<file path="config.mk">
export PLATFORM = sky130hd
export DESIGN_NAME = counting_semaphore_wait_queue
export DESIGN_NICKNAME = d
export VERILOG_FILES = /design/src/rtl/csq_pkg.sv /design/src/rtl/csq_ram.sv /design/src/rtl/counting_semaphore_wait_queue.sv
export SDC_FILE = /design/constraint.sdc
export NUM_CORES = 2
export LEC_CHECK = 0
export BUFFER_PORTS_ARGS = -buffer_cell sky130_fd_sc_hd__buf_2
export CAP_MARGIN = 20
export CORE_ASPECT_RATIO = 1.75
export CORE_MARGIN = 2
export CORE_UTILIZATION = 63
export DETAILED_ROUTE_END_ITERATION = 7
export GPL_ROUTABILITY_DRIVEN = 0
export HOLD_SLACK_MARGIN = 0.03
export PLACE_DENSITY = 0.79
export RECOVER_POWER = 50
export SLEW_MARGIN = 20
export SYNTH_ARGS = -nofsm -noshare
export SYNTH_HDL_FRONTEND = slang
export SYNTH_SLANG_ARGS = --single-unit
</file>
<file path="constraint.sdc">
create_clock -name clk -period 10.65 [get_ports clk]
set_clock_uncertainty 0.1 [all_clocks]
set_input_delay 2.13 -clock clk [delete_from_list [all_inputs] [get_ports clk]]
set_output_delay 2.13 -clock clk [all_outputs]
set_load 0.01 [all_outputs]
</file>
<file path="src/rtl/csq_pkg.sv">
// Shared types and constants for the counting semaphore wait queue.
package csq_pkg;

  localparam int COUNT_W = 8;
  localparam int SEM_W   = 5;
  localparam int PID_W   = 5;
  localparam logic [COUNT_W-1:0] COUNT_MAX = '1;

  typedef enum logic [1:0] {
    OP_INIT   = 2'd0,
    OP_LOCK   = 2'd1,
    OP_UNLOCK = 2'd2,
    OP_BAD    = 2'd3
  } op_t;

  typedef enum logic [2:0] {
    ST_DONE     = 3'd0,
    ST_BLOCKED  = 3'd1,
    ST_RELEASED = 3'd2,
    ST_FULL     = 3'd3,
    ST_INVALID  = 3'd4
  } status_t;

  typedef struct packed {
    op_t                op;
    logic [SEM_W-1:0]   sem_id;
    logic [PID_W-1:0]   caller_pid;
    logic [COUNT_W-1:0] init_count;
  } cmd_t;

  typedef struct packed {
    status_t            status;
    logic [PID_W-1:0]   released_pid;
    logic [COUNT_W-1:0] count_after;
  } res_t;

endpackage

</file>
<file path="src/rtl/csq_ram.sv">
// Generic single-port-write, single-port-read RAM with registered read data.
module csq_ram #(
  parameter int WIDTH = 8,
  parameter int DEPTH = 32,
  parameter int AW    = (DEPTH > 1) ? $clog2(DEPTH) : 1
) (
  input  logic             clk,
  input  logic             wr_en,
  input  logic [AW-1:0]    wr_addr,
  input  logic [WIDTH-1:0] wr_data,
  input  logic             rd_en,
  input  logic [AW-1:0]    rd_addr,
  output logic [WIDTH-1:0] rd_data
);

  logic [WIDTH-1:0] mem [DEPTH];

  always_ff @(posedge clk) begin
    if (wr_en) begin
      mem[wr_addr] <= wr_data;
    end
    if (rd_en) begin
      rd_data <= mem[rd_addr];
    end
  end

endmodule

</file>
<file path="src/rtl/counting_semaphore_wait_queue.sv">
// Counting semaphore table with a FIFO wait queue per semaphore.
//
// Command channel (cmd_valid/cmd_ready/cmd) takes one operation on one
// semaphore: init, lock or unlock. Result channel (res_valid/res_ready/res)
// returns exactly one transaction per command, in command order.
// The result is registered at the end of the lookup step, or after an extra
// pop step for an unlock that releases a waiter (read of the wait-entry RAM).
// A new command is taken only in the idle state, not before the previous one
// is through; the pace is set by the read-modify-write of the semaphore
// table RAM, whose registered read is followed by the write-back.
// A new command is accepted while a finished result still waits in the
// output register; if the receiver stalls, the next command waits in its
// lookup or pop step until the output register frees, and then commits.
// Reset clears the FSM, the output valid and the per-semaphore valid bits,
// so every semaphore reads as count 0 with an empty queue; no clearing pass
// is needed. The wait-entry RAM is never cleared.
module counting_semaphore_wait_queue #(
  parameter int NUM_SEMS    = 32,
  parameter int QUEUE_DEPTH = 16,
  parameter int NUM_PIDS    = 32
) (
  input  logic          clk,
  input  logic          rst,
  input  logic          cmd_valid,
  output logic          cmd_ready,
  input  csq_pkg::cmd_t cmd,
  output logic          res_valid,
  input  logic          res_ready,
  output csq_pkg::res_t res
);

  import csq_pkg::*;

  localparam int SEM_AW     = (NUM_SEMS > 1) ? $clog2(NUM_SEMS) : 1;
  localparam int HEAD_W     = $clog2(QUEUE_DEPTH);
  localparam int LEN_W      = $clog2(QUEUE_DEPTH + 1);
  localparam int SUM_W      = LEN_W + 1;
  localparam int ENTRY_W    = COUNT_W + HEAD_W + LEN_W;
  localparam int WAIT_DEPTH = NUM_SEMS * QUEUE_DEPTH;
  localparam int WAIT_AW    = $clog2(WAIT_DEPTH);
  localparam logic [LEN_W-1:0] LEN_FULL = LEN_W'(QUEUE_DEPTH);
  localparam logic [SUM_W-1:0] SUM_WRAP = SUM_W'(QUEUE_DEPTH);

  typedef enum logic [2:0] {
    S_IDLE = 3'b001,
    S_LOOK = 3'b010,
    S_POP  = 3'b100
  } state_t;

  state_t state, state_next;
  cmd_t   cur;
  logic [COUNT_W-1:0] pop_count;
  logic [NUM_SEMS-1:0] sem_valid;
  logic rd_valid;

  logic accept, can_out, res_load;
  res_t res_next;
  logic cmd_sem_ok, sem_ok, pid_ok;
  logic [SEM_AW-1:0] cmd_addr, cur_addr;

  logic               tab_rd_en, tab_wr_en;
  logic [ENTRY_W-1:0] tab_rd_data, tab_wr_data;
  logic               wait_rd_en, wait_wr_en;
  logic [WAIT_AW-1:0] wait_rd_addr, wait_wr_addr;
  logic [PID_W-1:0]   wait_rd_data;

  logic [COUNT_W-1:0] cnt, cnt_new;
  logic [HEAD_W-1:0]  head, head_new, tail;
  logic [LEN_W-1:0]   len, len_new;
  logic [SUM_W-1:0]   tail_sum, head_sum;
  logic tab_want, push_want, pop;

  assign cmd_addr   = SEM_AW'(cmd.sem_id);
  assign cur_addr   = SEM_AW'(cur.sem_id);
  assign cmd_sem_ok = 32'(cmd.sem_id) < NUM_SEMS;
  assign sem_ok     = 32'(cur.sem_id) < NUM_SEMS;
  assign pid_ok     = 32'(cur.caller_pid) < NUM_PIDS;

  assign cmd_ready = (state == S_IDLE);
  assign accept    = cmd_valid && cmd_ready;
  assign can_out   = !res_valid || res_ready;
  assign tab_rd_en = accept && cmd_sem_ok;

  assign {cnt, head, len} = rd_valid ? tab_rd_data : '0;

  assign tail_sum = SUM_W'(head) + SUM_W'(len);
  assign tail     = (tail_sum >= SUM_WRAP) ? HEAD_W'(tail_sum - SUM_WRAP) : HEAD_W'(tail_sum);
  assign head_sum = SUM_W'(head) + SUM_W'(1);
  assign wait_wr_addr = WAIT_AW'(32'(cur_addr) * QUEUE_DEPTH + 32'(tail));
  assign wait_rd_addr = WAIT_AW'(32'(cur_addr) * QUEUE_DEPTH + 32'(head));
  assign tab_wr_data  = {cnt_new, head_new, len_new};

  always_comb begin
    cnt_new   = cnt;
    head_new  = head;
    len_new   = len;
    tab_want  = 1'b0;
    push_want = 1'b0;
    pop       = 1'b0;
    res_next  = '{status: ST_DONE, released_pid: '0, count_after: cnt};
    if (!sem_ok) begin
      res_next.status      = ST_INVALID;
      res_next.count_after = '0;
    end else begin
      case (cur.op)
        OP_INIT: begin
          cnt_new  = cur.init_count;
          head_new = '0;
          len_new  = '0;
          tab_want = 1'b1;
          res_next.count_after = cur.init_count;
        end
        OP_LOCK: begin
          if (!pid_ok) begin
            res_next.status = ST_INVALID;
          end else if (cnt != '0) begin
            cnt_new  = cnt - COUNT_W'(1);
            tab_want = 1'b1;
            res_next.count_after = cnt_new;
          end else if (len >= LEN_FULL) begin
            res_next.status = ST_FULL;
          end else begin
            len_new   = len + LEN_W'(1);
            tab_want  = 1'b1;
            push_want = 1'b1;
            res_next.status = ST_BLOCKED;
          end
        end
        OP_UNLOCK: begin
          if (len == '0) begin
            cnt_new  = (cnt != COUNT_MAX) ? cnt + COUNT_W'(1) : cnt;
            tab_want = 1'b1;
            res_next.count_after = cnt_new;
          end else begin
            head_new = (head_sum >= SUM_WRAP) ? HEAD_W'(head_sum - SUM_WRAP)
                                              : HEAD_W'(head_sum);
            len_new  = len - LEN_W'(1);
            tab_want = 1'b1;
            pop      = 1'b1;
          end
        end
        default: begin
          res_next.status = ST_INVALID;
        end
      endcase
    end
  end

  always_comb begin
    state_next = state;
    tab_wr_en  = 1'b0;
    wait_wr_en = 1'b0;
    wait_rd_en = 1'b0;
    res_load   = 1'b0;
    case (state)
      S_IDLE: begin
        if (accept) begin
          state_next = S_LOOK;
        end
      end
      S_LOOK: begin
        if (pop) begin
          tab_wr_en  = 1'b1;
          wait_rd_en = 1'b1;
          state_next = S_POP;
        end else if (can_out) begin
          tab_wr_en  = tab_want;
          wait_wr_en = push_want;
          res_load   = 1'b1;
          state_next = S_IDLE;
        end
      end
      S_POP: begin
        if (can_out) begin
          res_load   = 1'b1;
          state_next = S_IDLE;
        end
      end
      default: begin
        state_next = S_IDLE;
      end
    endcase
  end

  always_ff @(posedge clk) begin
    if (rst) begin
      state     <= S_IDLE;
      res_valid <= 1'b0;
      sem_valid <= '0;
    end else begin
      state <= state_next;
      if (res_load) begin
        res_valid <= 1'b1;
      end else if (res_ready) begin
        res_valid <= 1'b0;
      end
      if (tab_wr_en) begin
        sem_valid[cur_addr] <= 1'b1;
      end
    end
  end

  always_ff @(posedge clk) begin
    if (accept) begin
      cur <= cmd;
    end
    if (tab_rd_en) begin
      rd_valid <= sem_valid[cmd_addr];
    end
    if (state == S_LOOK) begin
      pop_count <= cnt;
    end
    if (res_load) begin
      if (state == S_POP) begin
        res <= '{status: ST_RELEASED, released_pid: wait_rd_data, count_after: pop_count};
      end else begin
        res <= res_next;
      end
    end
  end

  csq_ram #(
    .WIDTH(ENTRY_W),
    .DEPTH(NUM_SEMS)
  ) u_sem_table (
    .clk     (clk),
    .wr_en   (tab_wr_en),
    .wr_addr (cur_addr),
    .wr_data (tab_wr_data),
    .rd_en   (tab_rd_en),
    .rd_addr (cmd_addr),
    .rd_data (tab_rd_data)
  );

  csq_ram #(
    .WIDTH(PID_W),
    .DEPTH(WAIT_DEPTH)
  ) u_wait_entries (
    .clk     (clk),
    .wr_en   (wait_wr_en),
    .wr_addr (wait_wr_addr),
    .wr_data (cur.caller_pid),
    .rd_en   (wait_rd_en),
    .rd_addr (wait_rd_addr),
    .rd_data (wait_rd_data)
  );

endmodule

</file>
Word level (Yosys, flattened, before mapping). Memories as Yosys holds them, arrays and structs flattened. A register that Yosys moved wholly into a read port is not among the register bits. Index checks and enable logic that the tools add are counted.

Register bits: 81. Bits in latches: 0. Memory bits (writable): 3104. Bits in read-only memories: 0. Output and inout port bits: 18. Word-level logic and storage cells: 96. Memories kept: 2.

Memories: u_wait_entries.mem (words 512, width 5, rd ports 1, clocked after Yosys merged registers in 1, write ports 1, RTL line csq_ram.sv:16) `logic [WIDTH-1:0] mem [DEPTH];`; u_sem_table.mem (words 32, width 17, rd ports 1, clocked after Yosys merged registers in 1, write ports 1, RTL line csq_ram.sv:16).

$add $sub $neg: 10. Multiply operators: 0. Div/mod/pow operators: 0. Magnitude comparators: 6. Equality and inequality tests: 7. Shift-type cells: 0. Multiplexer cells: 49. Bitwise operators: 1. Reductions and logical operators: 9.

Operator list (count): 8-bit two-way mux (4); 32-bit bitwise OR (1); 1-bit two-way mux (24); 8-bit one-hot mux with 3 select lines (1); 9-bit by 4-bit adder with 9-bit output (2); 17-bit two-way mux (1); 5-bit two-way mux (3); 5-bit one-hot mux with 3 select lines (1); 5-bit by 6-bit less-than comparator with 1-bit output (second input constant) (2); 4-bit two-way mux (3); 5-bit >= comparator (second input constant) (2); 3-bit two-way mux (3); 3-bit one-hot mux with 3 select lines (1); 8-bit by 1-bit adder with 8-bit output (second input constant) (1); 8-bit inequality test (second input constant) (1); 4-bit one-hot mux with 2 select lines (1); 8-bit nonzero test (1); 4-bit by 1-bit subtractor with 4-bit output (second input constant) (2); 8-bit by 1-bit subtractor with 8-bit output (second input constant) (1); 4-bit by 5-bit adder with 6-bit output (1); 6-bit by 5-bit >= comparator with 1-bit output (second input constant) (1); 3-bit one-hot mux with 2 select lines (1); 4-bit by 1-bit adder with 5-bit output (second input constant) (1); 5-bit by 1-bit adder with 5-bit output (second input constant) (1); 19 further kinds (22).

Depth between registers and ports, before layout.
Depth after elaboration: 10. Depth in mapped cells: 16. Gate-level depth less buffers: 11.

Hierarchy. A second synthesis with hierarchy kept.

Cell total of the unflattened synthesis: 6964. Area total of the unflattened synthesis: 127792.6 sq um.

Modules (own cells, without submodules): csq_ram at u_wait_entries (instances 1, cells an instance 5295, area an instance 101408.5 sq um, seq. area each 77023.9 sq um); csq_ram at u_sem_table (instances 1, cells an instance 1212, area an instance 21907.3 sq um, seq. area each 16846.2 sq um); counting_semaphore_wait_queue (instances 1, cells an instance 457, area an instance 4476.8 sq um, seq. area each 2072.0 sq um).

Least setup slack after synthesis. No wires, ideal clock.

Kind: register to register. Start: reg cur[8] (netlist bit). End: mem u_wait_entries.mem[0][0] (netlist bit), data pin. Arrival time: 6.158 ns. Setup slack: 2.957 ns. Cell stages (with the launch flop): 1. Clock period less this slack: 7.693 ns. Cells stage by stage: edfxtp_1.

RTL lines: start, declared (RTL line counting_semaphore_wait_queue.sv:51) `cmd_t cur;`; start signal, assigned (RTL line counting_semaphore_wait_queue.sv:205) `cur <= cmd;`; end, declared (RTL line csq_ram.sv:16).

Straight into the memory's write port.

Worst setup path after layout.
Start: reg cur[10] (netlist bit). End: mem u_wait_entries.mem[454][2] (netlist bit), data pin.

Straight into the memory's write port.

==> run summary <==
outcome: finished with violations
failing checks: design-rule violations, max-capacitance violations, max-slew violations
Worst Setup End Kind: flop
Seq cells post-synth: 3207
FF-to-FF Start: cur[10]
worst endpoint required time: 10.87 ns
Ys Warns: 0
max-cap viol count: 46
Largest stage delay, worst path: 3.10 ns
Worst-Margin Slew: 5.17 ns
Via Count: 77.9k
Fill cells: 12.5k
Starting Density: 63.2%
Root Buffer: clkbuf_16
# setup viols final: 0
Worst Hold Class: reg2reg
DR WL/cell: 33.7 um
Worst slew margin: -245%
total negative slack: 0 ns
Sink Count: 3207
vias in the first global route: 77.9k
vias per inst: 7.12
count of final hold-check violations: 0
num rows: 219
Clock Tree Buf Depth: 4
htree depth: 5
placed instance area: 131000 um2
syn_nets: 8240
synthesized area per cell: 15.6 um2
first-pass GRT wire length: 523000 um
Port Buffers: 41
largest net degree at the start of global routing: 222
Main synth FF type: edfxtp_1
share of layout cells above drive strength 1: 12.0%
Critical path origin: cur[10]
FFs w/ async S/R, synth: 0%
max-slew violations: 2640
crit-path leading delay family: buffers and inverters
Unique masters post-synth: 87
CP Capture Point: u_wait_entries.mem[454][2]
VDD IR max: 0.000234 V
Die Area: 207000 um2
DIE WIDTH: 345 um
Fmax achieved: 0.121 GHz
top cell type's share of synthesized area: 74.3%
drt total wl: 369000 um
CTS clk-pin slew, worst paths: 0.07 ns
synthesis-to-finish area growth: 8.48%
r2r endpoint: u_wait_entries.mem[454][2]
sequential share of the synthesized area: 74.9%
hold_buf cts: 0
dpl cells: 10.5k
Syn Inst Count: 8206
WP buf/inv: 3
antenna violations before repair: 20
Remaining DRCs: 18
Startpoint Class: flop
cell count along the critical path: 3
Non-Filler Instances: 10.9k
TritonCTS buffer count: 268
RSZ-0062 raised after global routing: no
Hold Path Depth: 2
core area: 203000 um2
Critical Path Slowest Stage Cell: clkbuf_1
hold path startpoint: sem_valid[0]
Period Utilization, post-route: 77.8%
post-CTS sizing: 0
CP max FO: 91
cell accounting for the most synthesized area: edfxtp_1
design area: 139000 um2
most common library cell in the layout ignoring fill and taps: edfxtp_1
DP HPWL: 219000 um
R2R Setup Slk: 2.37 ns
Top cell by count, worst path: clkbuf_1
Final nets: 8132
Die H: 601 um
first-pass detailed-route iteration total: 8
CP cell instances: clkbuf_1 -> clkbuf_1 -> clkbuf_2
most frequent cells in the layout: 3171 x edfxtp_1, 963 x nand2_1, 663 x nor2_1, 315 x mux2i_1, 284 x a21oi_1
PwrDens: 186 nW/um2
Reg2Reg Depth: 3
CTS tree: done
Antenna Violating Nets Remaining: 0
grt ovf: 0
fin crit period: 8.28 ns
First DRT Iteration DRCs: 11.7k
Synth area leaders: edfxtp_1 74%, mux4_2 3.6%, nand2_1 2.9%
total track usage: 35.4%
EDFF count, synth: 3171
arrival time worst endpoint: 8.51 ns
kind of critical path: reg2reg
P_leak: 43.6 nW
# IOs: 42
post-CTS setup buffers: 0
Post-Syn Area: 128000 um2
clk_lat worst skew: 0.87 ns
==> how the worst min path moves through the flow <==
stage                          to  slack (ns)
floorplan           sem_valid[10]        0.33
global placement    sem_valid[23]        0.34
detailed placement   sem_valid[0]        0.36
CTS                  sem_valid[0]        0.37
global route        sem_valid[28]        0.40
finish               sem_valid[0]        0.38
==> kinds of logic (layout without fill, tap and decap cells) <==
group	count (synthesis)	count (layout)	share of synthesized area (%)
other	0	14	0
AO/OA/AOI/OAI	1491	1491	7.88
adder cells (fa/ha/maj)	10	10	0.104
multiplexers	705	705	7.70
AND/OR/NAND/NOR	2168	2168	7.18
buffers and inverters	614	690	2.18
flip-flops	3207	3207	74.9
XOR/XNOR	11	11	0.0752
==> cell usage after synthesis, types with 100 or more instances <==
cell      number
mux2i_1      315
nand2_1      977
nand3_1      174
mux2_2       182
nor2_1       694
buf_2        184
edfxtp_1    3171
o21ai_0      216
buf_1        100
mux4_2       206
a31oi_1      210
a211oi_1     227
clkbuf_1     252
nor2b_1      211
a21oi_1      286
==> final cells by class <==
type / count / area [um2] / share of cell area (%)
inverters: 21 / 96.3 / 0.0693
well taps: 2652 / 3320 / 2.39
clock inverters: 113 / 913 / 0.657
diodes: 14 / 35.0 / 0.0252
flip-flops and latches: 3207 / 95900 / 69.0
repair buffers: 215 / 1560 / 1.12
multi-input cells: 4385 / 29800 / 21.4
clock buffers: 341 / 7340 / 5.28
==> tightest hold or removal path, delay by kind of cell (launching register included) <==
kind	cells	cell delay (ns)
AOI/OAI and AO/OA	1	0.04
and+or+nand+nor	1	0.07
DFF	1	0.33
==> routing by layer <==
layer,up-vias,track usage (%),part of all wire [%]
met5,-,0,0.023
met4,14,32.0,11
met3,1762,7.85,11
met2,6338,57.2,48
met1,38200,38.9,29
li1,31600,-,-
==> sequential cells by signal, summed over array words and instances, names as in the netlist, 5 cells and up <==
name / cells
cur_addr: 5
sem_valid: 32
cur: 15
res: 16
u_sem_table.rd_data: 17
u_wait_entries.rd_data: 5
pop_count: 8
u_sem_table.mem: 544
u_wait_entries.mem: 2560
==> where the power goes <==
group / total, mW / internal (mW) / leakage [nW] / switching (mW)
combinational: 2.23 / 0.540 / 10.7 / 1.69
clock: 9.55 / 5.22 / 4.02 / 4.33
sequential: 14.1 / 14.0 / 28.9 / 0.0168
==> per-stage QoR <==
step                setup WS (ns)  power [mW]  utilization [%]  hold WS, ns
detailed placement           4.66        16.4             64.6        0.358
CTS                          4.70        25.7             68.7        0.375
floorplan                    2.96        15.6                -        0.331
global placement             4.77        16.4             64.6        0.343
global route                 2.31        26.3             68.5        0.398
finish                       2.37        25.8             68.6        0.376
(Power assumes the default switching activity.)
